<file path="src/arlt_pkg.sv">
`default_nettype none
// ----------------------------------------------------------------------------
// arlt_pkg
// Shared types and constants for the address range label table.
// ----------------------------------------------------------------------------
package arlt_pkg;

	localparam int ENTRIES    = 16;
	localparam int NAME_BYTES = 8;
	localparam int MAX_OUT    = 16;

	localparam int KEY_W   = 64;
	localparam int ADDR_W  = 32;
	localparam int KIND_W  = 4;
	localparam int MODE_W  = 3;
	localparam int STAT_W  = 2;
	localparam int MAXM_W  = 5;
	localparam int IDX_W   = (ENTRIES > 1) ? $clog2(ENTRIES) : 1;
	localparam int CNT_W   = $clog2(ENTRIES + 1);
	localparam int FOUND_W = $clog2(MAX_OUT + 1);

	localparam logic [KEY_W-1:0] KEY_MASK = (NAME_BYTES >= 8) ? {KEY_W{1'b1}} :
		((KEY_W'(1) << (8 * NAME_BYTES)) - KEY_W'(1));

	localparam logic [MODE_W-1:0] M_ADD     = 3'd0;
	localparam logic [MODE_W-1:0] M_REMOVE  = 3'd1;
	localparam logic [MODE_W-1:0] M_FIND    = 3'd2;
	localparam logic [MODE_W-1:0] M_LOOKUP  = 3'd3;
	localparam logic [MODE_W-1:0] M_OVERLAP = 3'd4;
	localparam logic [MODE_W-1:0] M_PIN     = 3'd5;
	localparam logic [MODE_W-1:0] M_UNPIN   = 3'd6;

	localparam logic [STAT_W-1:0] ST_OK       = 2'd0;
	localparam logic [STAT_W-1:0] ST_NOTFOUND = 2'd1;
	localparam logic [STAT_W-1:0] ST_REJECT   = 2'd2;

	typedef struct packed {
		logic [KEY_W-1:0]  key;
		logic [ADDR_W-1:0] start;
		logic [ADDR_W-1:0] size;
		logic [KIND_W-1:0] kind;
		logic              pin;
	} entry_t;

	typedef struct packed {
		logic key_hit;
		logic addr_hit;
		logic ovl_hit;
	} match_t;

endpackage
`default_nettype wire

</file>
<file path="src/arlt_match.sv">
`default_nettype none
// ----------------------------------------------------------------------------
// arlt_match
// Compare unit shared by every scan step: key, address and overlap tests of
// one stored entry against the current query.
// ----------------------------------------------------------------------------
module arlt_match import arlt_pkg::*; (
	input  entry_t            entry,
	input  logic [KEY_W-1:0]  key,
	input  logic [ADDR_W-1:0] address,
	input  logic [ADDR_W-1:0] qend,
	output match_t            hit
);

	logic [ADDR_W-1:0] ent_end;

	assign ent_end = entry.start + entry.size;

	// an entry whose end wraps to or below its start never hits an address
	assign hit.key_hit  = (entry.key == key);
	assign hit.addr_hit = (address >= entry.start) && (address < ent_end);
	assign hit.ovl_hit  = (entry.start < qend) && (ent_end > address);

endmodule
`default_nettype wire

</file>
<file path="src/address_range_label_table.sv">
`default_nettype none
// ----------------------------------------------------------------------------
// address_range_label_table
// Table of labeled address regions with add, remove, find, lookup, overlap,
// pin and unpin transactions.
// ----------------------------------------------------------------------------
// One transaction at a time. Each transaction reads every stored entry once
// through a single compare unit, one entry per cycle from the entry memory
// while the scan is not paused, then settles and commits. An overlap query
// returns up to max_matches results (at most MAX_OUT) in table order, or a
// single not-found result if none match; the final one has last set. All but
// its final result leave while the scan runs, and a stall on the result side
// pauses the scan. Every other transaction returns exactly one result.
// ----------------------------------------------------------------------------
module address_range_label_table import arlt_pkg::*; (
	input  wire               clk,
	input  wire               arst_n,
	input  logic              in_valid,
	output logic              in_stall,
	input  logic [MODE_W-1:0] mode,
	input  logic [KEY_W-1:0]  name_key,
	input  logic [ADDR_W-1:0] address,
	input  logic [ADDR_W-1:0] length,
	input  logic [KIND_W-1:0] kind,
	input  logic [MAXM_W-1:0] max_matches,
	output logic              out_valid,
	input  logic              out_stall,
	output logic [STAT_W-1:0] status,
	output logic [ADDR_W-1:0] start_address,
	output logic [ADDR_W-1:0] region_size,
	output logic [KIND_W-1:0] entry_kind,
	output logic              is_pinned,
	output logic              last
);

	typedef enum logic [2:0] {
		S_IDLE = 3'b001,
		S_SCAN = 3'b010,
		S_DONE = 3'b100
	} state_t;

	state_t state_q;

	logic [MODE_W-1:0]  mode_q;
	logic [KEY_W-1:0]   key_q;
	logic [ADDR_W-1:0]  addr_q;
	logic [ADDR_W-1:0]  len_q;
	logic [ADDR_W-1:0]  qend_q;
	logic [KIND_W-1:0]  kind_q;
	logic [FOUND_W-1:0] maxm_q;

	logic [CNT_W-1:0]   count_q;
	logic [CNT_W-1:0]   scan_idx_q;
	logic               rd_vld_s1;
	logic [IDX_W-1:0]   rd_idx_s1;
	entry_t             rdata_s1;
	entry_t             mem [ENTRIES];

	logic               first_vld_q;
	logic [IDX_W-1:0]   first_idx_q;
	entry_t             first_ent_q;
	entry_t             last_ent_q;
	logic               pend_vld_q;
	entry_t             pend_q;
	logic [FOUND_W-1:0] found_q;

	logic               out_vld_q;
	logic [STAT_W-1:0]  out_stat_q;
	entry_t             out_ent_q;
	logic               out_last_q;

	match_t             hit;
	logic               scan_busy;
	logic               issue;
	logic               chk;
	logic               first_cand;
	logic               ovl_cand;
	logic               out_free;
	logic               advance;
	logic               push_mid;
	logic               scan_done;
	logic               done_fire;
	logic [CNT_W-1:0]   last_idx;

	logic [STAT_W-1:0]  res_stat;
	entry_t             res_ent;
	logic               res_has;
	logic               we;
	logic [IDX_W-1:0]   wr_idx;
	entry_t             wr_ent;
	logic               cnt_inc;
	logic               cnt_dec;
	entry_t             new_ent;
	entry_t             pin_ent;
	logic [MAXM_W-1:0]  maxm_sat;

	arlt_match u_match (
		.entry   (rdata_s1),
		.key     (key_q),
		.address (addr_q),
		.qend    (qend_q),
		.hit     (hit)
	);

	assign in_stall  = (state_q != S_IDLE);
	assign scan_busy = (state_q == S_SCAN);
	assign out_free  = !out_vld_q || !out_stall;
	assign chk       = scan_busy && rd_vld_s1;
	assign first_cand = chk && ((mode_q == M_LOOKUP) ? hit.addr_hit : hit.key_hit);
	assign ovl_cand  = chk && (mode_q == M_OVERLAP) && hit.ovl_hit && (found_q < maxm_q);
	assign advance   = !(ovl_cand && pend_vld_q && !out_free);
	assign push_mid  = ovl_cand && pend_vld_q && out_free;
	assign issue     = scan_busy && advance && (scan_idx_q != count_q);
	assign scan_done = scan_busy && (scan_idx_q == count_q) && !rd_vld_s1;
	assign done_fire = (state_q == S_DONE) && out_free;
	assign last_idx  = count_q - CNT_W'(1);
	assign maxm_sat  = (max_matches > MAXM_W'(MAX_OUT)) ? MAXM_W'(MAX_OUT) : max_matches;

	always_comb begin
		new_ent       = '0;
		new_ent.key   = key_q;
		new_ent.start = addr_q;
		new_ent.size  = len_q;
		new_ent.kind  = kind_q;
		pin_ent       = first_ent_q;
		pin_ent.pin   = (mode_q == M_PIN);
	end

	always_comb begin
		res_stat = ST_REJECT;
		res_has  = 1'b0;
		res_ent  = first_ent_q;
		we       = 1'b0;
		wr_idx   = first_idx_q;
		wr_ent   = pin_ent;
		cnt_inc  = 1'b0;
		cnt_dec  = 1'b0;
		unique case (mode_q)
			M_ADD: begin
				if (count_q == CNT_W'(ENTRIES)) begin
					res_stat = ST_REJECT;
				end else if (first_vld_q) begin
					res_stat = ST_REJECT;
					res_has  = 1'b1;
				end else begin
					res_stat = ST_OK;
					res_has  = 1'b1;
					res_ent  = new_ent;
					we       = 1'b1;
					wr_idx   = count_q[IDX_W-1:0];
					wr_ent   = new_ent;
					cnt_inc  = 1'b1;
				end
			end
			M_REMOVE: begin
				if (!first_vld_q) begin
					res_stat = ST_NOTFOUND;
				end else if (first_ent_q.pin) begin
					res_stat = ST_REJECT;
					res_has  = 1'b1;
				end else begin
					res_stat = ST_OK;
					res_has  = 1'b1;
					we       = 1'b1;
					wr_ent   = last_ent_q;
					cnt_dec  = 1'b1;
				end
			end
			M_FIND, M_LOOKUP: begin
				res_stat = first_vld_q ? ST_OK : ST_NOTFOUND;
				res_has  = first_vld_q;
			end
			M_OVERLAP: begin
				res_stat = pend_vld_q ? ST_OK : ST_NOTFOUND;
				res_has  = pend_vld_q;
				res_ent  = pend_q;
			end
			M_PIN, M_UNPIN: begin
				res_stat = first_vld_q ? ST_OK : ST_NOTFOUND;
				res_has  = first_vld_q;
				res_ent  = pin_ent;
				we       = first_vld_q;
			end
			default: begin
				res_stat = ST_REJECT;
			end
		endcase
		if (!res_has) begin
			res_ent = '0;
		end
	end

	// entry memory
	always_ff @(posedge clk) begin
		if (issue) begin
			rdata_s1 <= mem[scan_idx_q[IDX_W-1:0]];
		end
		if (done_fire && we) begin
			mem[wr_idx] <= wr_ent;
		end
	end

	// query and scan payload
	always_ff @(posedge clk) begin
		if (in_valid && !in_stall) begin
			mode_q <= mode;
			key_q  <= name_key & KEY_MASK;
			addr_q <= address;
			len_q  <= length;
			qend_q <= address + length;
			kind_q <= kind;
			maxm_q <= FOUND_W'(maxm_sat);
		end
		if (scan_busy && advance) begin
			rd_idx_s1 <= scan_idx_q[IDX_W-1:0];
			if (first_cand && !first_vld_q) begin
				first_idx_q <= rd_idx_s1;
				first_ent_q <= rdata_s1;
			end
			if (chk && (CNT_W'(rd_idx_s1) == last_idx)) begin
				last_ent_q <= rdata_s1;
			end
			if (ovl_cand) begin
				pend_q <= rdata_s1;
			end
		end
		if (push_mid) begin
			out_stat_q <= ST_OK;
			out_ent_q  <= pend_q;
			out_last_q <= 1'b0;
		end else if (done_fire) begin
			out_stat_q <= res_stat;
			out_ent_q  <= res_ent;
			out_last_q <= 1'b1;
		end
	end

	// control
	always_ff @(posedge clk or negedge arst_n) begin
		if (!arst_n) begin
			state_q     <= S_IDLE;
			count_q     <= '0;
			scan_idx_q  <= '0;
			rd_vld_s1   <= 1'b0;
			first_vld_q <= 1'b0;
			pend_vld_q  <= 1'b0;
			found_q     <= '0;
			out_vld_q   <= 1'b0;
		end else begin
			unique case (state_q)
				S_IDLE: begin
					if (in_valid) begin
						state_q     <= S_SCAN;
						scan_idx_q  <= '0;
						rd_vld_s1   <= 1'b0;
						first_vld_q <= 1'b0;
						pend_vld_q  <= 1'b0;
						found_q     <= '0;
					end
				end
				S_SCAN: begin
					if (scan_done) begin
						state_q <= S_DONE;
					end else if (advance) begin
						rd_vld_s1 <= issue;
						if (issue) begin
							scan_idx_q <= scan_idx_q + CNT_W'(1);
						end
						if (first_cand) begin
							first_vld_q <= 1'b1;
						end
						if (ovl_cand) begin
							pend_vld_q <= 1'b1;
							found_q    <= found_q + FOUND_W'(1);
						end
					end
				end
				S_DONE: begin
					if (done_fire) begin
						state_q <= S_IDLE;
						if (cnt_inc) begin
							count_q <= count_q + CNT_W'(1);
						end else if (cnt_dec) begin
							count_q <= count_q - CNT_W'(1);
						end
					end
				end
				default: begin
					state_q <= S_IDLE;
				end
			endcase
			if (push_mid || done_fire) begin
				out_vld_q <= 1'b1;
			end else if (!out_stall) begin
				out_vld_q <= 1'b0;
			end
		end
	end

	assign out_valid     = out_vld_q;
	assign status        = out_stat_q;
	assign start_address = out_ent_q.start;
	assign region_size   = out_ent_q.size;
	assign entry_kind    = out_ent_q.kind;
	assign is_pinned     = out_ent_q.pin;
	assign last          = out_last_q;

endmodule
`default_nettype wire
</file>
<file path="config.mk">
export PLATFORM = sky130hd
export DESIGN_NAME = address_range_label_table
export DESIGN_NICKNAME = d
export VERILOG_FILES = /design/src/arlt_pkg.sv /design/src/arlt_match.sv /design/src/address_range_label_table.sv
export SDC_FILE = /design/constraint.sdc
export NUM_CORES = 2
export LEC_CHECK = 0
export BUFFER_PORTS_ARGS = -buffer_cell sky130_fd_sc_hd__buf_2
export CORE_UTILIZATION = 35
export CTS_CLUSTER_SIZE = 20
export DETAILED_ROUTE_END_ITERATION = 8
export GPL_ROUTABILITY_DRIVEN = 0
export GPL_TIMING_DRIVEN = 0
export PLACE_DENSITY_LB_ADDON = 0.2
export SLEW_MARGIN = 15
export SYNTH_ARGS = -nofsm -noshare
export SYNTH_HDL_FRONTEND = slang
export SYNTH_HIERARCHICAL = 1
export SYNTH_SLANG_ARGS = --single-unit
</file>
<file path="constraint.sdc">
create_clock -name clk -period 18.8 [get_ports clk]
set_input_delay 1.88 -clock clk [delete_from_list [all_inputs] [get_ports clk]]
set_output_delay 1.88 -clock clk [all_outputs]
set_load 0.005 [all_outputs]
</file>
==> Word level (Yosys, flattened, before mapping) <==
Memories as Yosys holds them, arrays and structs flattened. A register that Yosys moved wholly into a read port is not among the register bits.
Cells that the tools add are included.
{ "totals": {"input_bits": 144, "regBits": 609, "wordCells": 180, "memories": 1, "mem_bits_rw": 2128} }
{ "classes": {"magnitude_cmp": 6, "n_addsub": 6, "reduce_logical": 43, "n_mux": 63, "n_eq_ne": 24} }
{ "mem_list": {"columns": ["memory", "words", "word_bits", "rd", "rd_clocked_by_memory_dff", "wr", "line", "source"], "rows": [
  ["mem", 16, 133, 1, 1, 1, "address_range_label_table.sv:57", "entry_t mem [ENTRIES];"]
]} }
{ "op_table": {"columns": ["cell", "n"], "rows": [
  ["$mux W133", 4],
  ["$mux W69", 5],
  ["$pmux W133 S2", 1],
  ["$pmux W69 S3", 1],
  ["$add A32 B32 Y32", 2],
  ["$eq A64 B64 Y1", 1],
  ["$lt A32 B32 Y1", 2],
  ["$mux W5", 9],
  ["$ge A32 B32 Y1", 1],
  ["$gt A32 B32 Y1", 1],
  ["$mux W1", 24],
  ["$pmux W5 S2", 2],
  ["$logic_and A1 B1 Y1", 19],
  ["$add A5 B1 Y5 const B", 3],
  ["$reduce_and A5 Y1", 3],
  ["$eq A3 B3 Y1 const B", 4],
  ["$mux W4", 3],
  ["$ne A2 B1 Y1 const B", 5],
  ["$eq A3 B2 Y1 const B", 3],
  ["$mux W3", 3],
  ["$pmux W3 S3", 1],
  ["$mux W2", 4],
  ["$ne A2 B2 Y1 const B", 4],
  ["$pmux W2 S4", 1],
  ["21 further kinds", 36]
]} }

==> Logic depth before layout (Yosys ltp) <==
{ "depth": {"depth_word": 14, "ltp_mapped": 24, "depth_no_buf": 24} }

==> By module <==
The synthesis kept the hierarchy.
{ "modules_own_cells": {"columns": ["module", "cells_each", "seq_area_each_um2", "instances", "area_each_um2"], "rows": [
  ["address_range_label_table", 5648, 86043.8, 1, 109102.1],
  ["arlt_match", 654, 0.0, 1, 4682.0]
]} }

==> Worst setup path before layout <==
No wires, ideal clock.
{ "synth_timing": {"path_type": "input -> register", "start": "input port in_valid", "end": "register found_q[2]", "stages": 4, "t_arrival_ns": 20.083, "setup_time_ns": 0.149, "setup_slack_ns": -1.432, "cell_sequence": "nor4bb_1 nor2b_1 o21ai_0 o21ai_0"} }
{ "synth_via": {"elab_chain_len": 2} }
{ "synth_lines": {"columns": ["item", "line", "source"], "rows": [
  ["start: declaration", "address_range_label_table.sv:18", "input logic in_valid,"],
  ["$ne A2 B2 Y1 (no source line)", null, null],
  ["$reduce_and A5 Y1 (no source line)", null, null],
  ["end signal: assignment", "address_range_label_table.sv:274", "found_q <= found_q + FOUND_W'(1);"],
  ["end: declaration", "address_range_label_table.sv:65", "logic [FOUND_W-1:0] found_q;"]
]} }
No other way between the ends.
A chain may end at the register's enable or synchronous reset.

==> summary by stage <==
Outcome
The flow ran to the end, and the final reports show no timing, DRC or antenna violations.

Timing
Setup violations remaining at the end of the flow were counted as 0. Hold timing on the final database bottoms out at a slack of 0.451 ns. Once routing completed, OpenROAD measured the worst setup slack at 10.28 ns. Measured against its own limit, the worst slew margin works out to 0.134. The number of max-slew violations in the final report came to 0. The transition at the pin with the smallest max-transition slack is ~1.3 ns. Setup repair after global routing left no endpoint under its margin. In the finished design, the share of the clock period the worst path needs comes to 0.453. Static timing analysis puts the maximum clock frequency at 117 MHz.

The maximum clock skew at final layout is 0.0578 ns. The final number of hold-violating endpoints is 0. The final critical path time including I/O delays and setup is 8.52 ns.

Placement
After detailed placement, the total cell area comes to between 100000 and 150000 um^2. Including well taps, the total number of placed cells is 11100. After legalization and detailed placement, the total HPWL measured 253 mm. The worst-case setup slack after placement is 10.60 ns. The quantity of I/O buffers inserted on ports is around 220.

Floorplan
The vertical die dimension is 572 um. The die covers 327000 um^2. between 200 and 250 I/O pins were placed. In this run the horizontal extent of the chip is 572 um. The effective utilization at floorplan is 0.353. The region available for standard cell placement spans 322000 um^2. The number of placement rows is 208.

Global routing
Summed over all layers, the global routing overflow is 0. The via count of the first global-routing pass is 63200. In the global route stage, overall resource usage came out at 0.217. The number of antenna violations at the first check in global routing is 14.

The first global-routing pass estimated 497 mm of wire. Entering global routing, the biggest net connects 62 pins.

Setup path
Counting both buffers and inverters, the worst setup path holds a total of 8. The worst setup path is captured at a flop. The largest individual stage delay along the critical path comes from the cell sky130_fd_sc_hd__edfxtp_1.

The launching point of the worst reg2reg path is rdata_s1[37]. The delay of the slowest critical-path stage is 0.81 ns. The most numerous cell type found on the critical path is sky130_fd_sc_hd__buf_4. The highest fanout seen on the critical path is 10. The setup slack of the worst register-to-register path is 10.28 ns. The worst setup path is launched from a flop. The critical path startpoint is rdata_s1[37].

The worst setup path category is flop to flop. For the worst setup path, the data required time is 19.34 ns. Data on the critical path arrives at its endpoint at 9.06 ns. Grouping stages by cell kind, the critical path spends the most delay in compound AO/OA/AOI/OAI gates.

Finish
The number of standard cells in the final layout excluding fillers is 11600. The register area is roughly 86000 um^2. Leaving out fill and tap cells, the most frequent cell in the layout is sky130_fd_sc_hd__edfxtp_1.

The multi-input combinational cells in the finished layout cover a total of approximately 26000 um^2. The number of fillers in the final layout is 28800. The top cell types in the final layout, fill and taps aside, are sky130_fd_sc_hd__edfxtp_1 (2845), sky130_fd_sc_hd__mux2i_1 (534), sky130_fd_sc_hd__nand2_1 (480). The design area is approximately 130000 um^2. At the end of the flow, the number of nets in the layout was 7372.

The synthesis-to-finish area growth is 18.2%. The share of layout cells above drive strength 1 is 0.181.

Power
Summing internal, switching and leakage power gives 0.0157 W. The analysis attributes to cell leakage a power of 43.7 nW. The power density over the cells is ~120 nW/um^2. The largest vdd supply drop is 0.0000752 V.

Logic synthesis
The share of flip-flops with an asynchronous set or reset after synthesis is 0.00767. During synthesis, Yosys emitted a total of 6 warnings. The share of synthesized area occupied by flip-flops and latches is 0.756.

The synthesized design contains between 2000 and 3000 enable-type register cells. The area of the mapped netlist is 114000 um^2. By area the synthesized netlist is led by sky130_fd_sc_hd__edfxtp_1 (75%), sky130_fd_sc_hd__mux4_2 (5.3%), sky130_fd_sc_hd__mux2i_1 (4.7%).

Synthesis produced roughly 6300 cells. The number of different library cells used by synthesis comes to 84. The number of storage elements in the synthesis netlist is 2870. The number of nets in the synthesized netlist is 6613. The share of synthesized area in the top cell type comes to 0.751. The biggest area consumer among synthesized cells is sky130_fd_sc_hd__edfxtp_1.

The most common flop cell mapped by yosys is sky130_fd_sc_hd__edfxtp_1. The average instance area after synthesis is 18.1 um^2.

Drt
The total DRC errors in the routed layout is 0. The detailed-route wire length per cell is 31.1 um. The via count normalized by instance count is 5.57. For this block, the via count after detailed routing is 64700. The post-detailed-routing wire length is between 300 and 400 mm. The number of design-rule violations left by the first detailed-router iteration is between 8000 and 9000. For this run, the detailed router's first-pass iteration total came to 9. In this run the remaining antenna-violating nets after routing total 0.

Clock network
No sink is reached through more buffers than the 4 on the longest clock path. The worst-skew pair later-pin latency is 0.89 ns. Clock-pin slew was measured on the worst setup and hold paths at 0.06 ns. The number of hold buffers added after CTS was 0. The number of clock buffers added by TritonCTS is 311. The post-CTS setup buffer count is 0. The clock drives 2870 sinks. The library cell used as clock root buffer is sky130_fd_sc_hd__clkbuf_16.

The H-tree generated during clock tree synthesis spans 5 levels. The CTS tree is done. The post-cts resize count is 0.

Flow run
Max-cap violations in this run came to 0.

Hold path
In this run the worst hold path is classified as flop to flop. The worst hold path begins at last.
## worst min-delay path, cell delays in order (launching register included)
cell	delay (ns)
sky130_fd_sc_hd__dfxtp_1	0.30
sky130_fd_sc_hd__inv_1	0.05
sky130_fd_sc_hd__a21oi_1	0.05
## metal layers
layer	track usage	wire length, um	vias up
met4	0.0779	13900	0
met1	0.298	153000	34200
li1	-	-	27200
met3	0.0362	26100	529
met5	0	0	-
met2	0.347	168000	2726
## final cells by class
cell class	count	share of cell area
Tap cell	4305	0.0400
Inverter	135	0.00380
Clock inverter	153	0.0103
Antenna cell	11	0.000205
Multi-Input combinational cell	2977	0.194
Clock buffer	391	0.0616
Sequential cell	2870	0.640
Timing Repair Buffer	446	0.0402
Buffer	320	0.0103
## kinds of logic after synthesis
family,share of synthesized area
flip-flops,0.756
AO/OA/AOI/OAI,0.0691
AND/OR/NAND/NOR,0.0300
multiplexers,0.0997
buffers and inverters,0.0162
adder cells (fa/ha/maj),0.0185
XOR/XNOR,0.0103
## per-stage QoR
stage,utilization,setup TNS [ns]
2_1_floorplan,-,0
3_3_place_gp,0.373,-2324.68
3_5_place_dp,0.387,0
4_1_cts,0.417,0
5_1_grt,0.417,0
6_report,0.418,0
## synthesized netlist by cell type, types with 4 or more instances
master,number
sky130_fd_sc_hd__inv_1,134
sky130_fd_sc_hd__clkbuf_1,190
sky130_fd_sc_hd__xnor2_1,38
sky130_fd_sc_hd__o31ai_1,6
sky130_fd_sc_hd__nor2b_1,19
sky130_fd_sc_hd__buf_1,23
sky130_fd_sc_hd__nor3b_1,4
sky130_fd_sc_hd__a22oi_1,264
sky130_fd_sc_hd__dfrtp_1,21
sky130_fd_sc_hd__ha_1,165
sky130_fd_sc_hd__o21bai_1,4
sky130_fd_sc_hd__xor2_1,96
sky130_fd_sc_hd__a211oi_1,18
sky130_fd_sc_hd__edfxtp_1,2845
sky130_fd_sc_hd__a31oi_1,17
sky130_fd_sc_hd__buf_2,105
sky130_fd_sc_hd__nor2_1,154
sky130_fd_sc_hd__o211ai_1,16
sky130_fd_sc_hd__a21oi_1,112
sky130_fd_sc_hd__a221oi_1,267
sky130_fd_sc_hd__nand2_1,480
sky130_fd_sc_hd__or3_1,8
sky130_fd_sc_hd__nor4_1,19
sky130_fd_sc_hd__a222oi_1,68
sky130_fd_sc_hd__a21o_1,34
sky130_fd_sc_hd__mux2i_1,534
sky130_fd_sc_hd__nand2b_1,10
sky130_fd_sc_hd__o22ai_1,4
sky130_fd_sc_hd__nand4_1,27
sky130_fd_sc_hd__mux4_2,266
sky130_fd_sc_hd__o21a_1,9
sky130_fd_sc_hd__o21ai_0,199
sky130_fd_sc_hd__nor3_1,30
sky130_fd_sc_hd__nand3_1,29
sky130_fd_sc_hd__nand3b_1,4
sky130_fd_sc_hd__and3_1,6
## registers in the layout (all words and copies together) (netlist names), 2 cells and up
signal         cells
count_q            5
rdata_s1         133
status             2
first_idx_q        4
mem             2128
scan_idx_q         5
entry_kind         4
state_q            3
kind_q             4
rd_idx_s1          4
maxm_q             5
mode_q             3
region_size       32
start_address     32
last_ent_q       133
key_q             64
first_ent_q      133
qend_q            32
pend_q            69
len_q             32
addr_q            32
found_q            5
## where the power goes
group	total [W]	internal [W]	switching (W)	leakage [nW]
clock network	0.00595	0.00345	0.00250	4.72
registers	0.00760	0.00743	0.000172	26.0
logic	0.00221	0.000738	0.00147	13.0
## worst paths after layout
check / to / depth (start not counted)
max: rdata_s1[51] / 30
min: last / 2
max reg2reg: rdata_s1[51] / 30
min reg2reg: last / 2
max in group asynchronous: scan_idx_q[1] / 1
min in group asynchronous: found_q[3] / 1
Note: power is estimated with default switching activity, not from simulation.
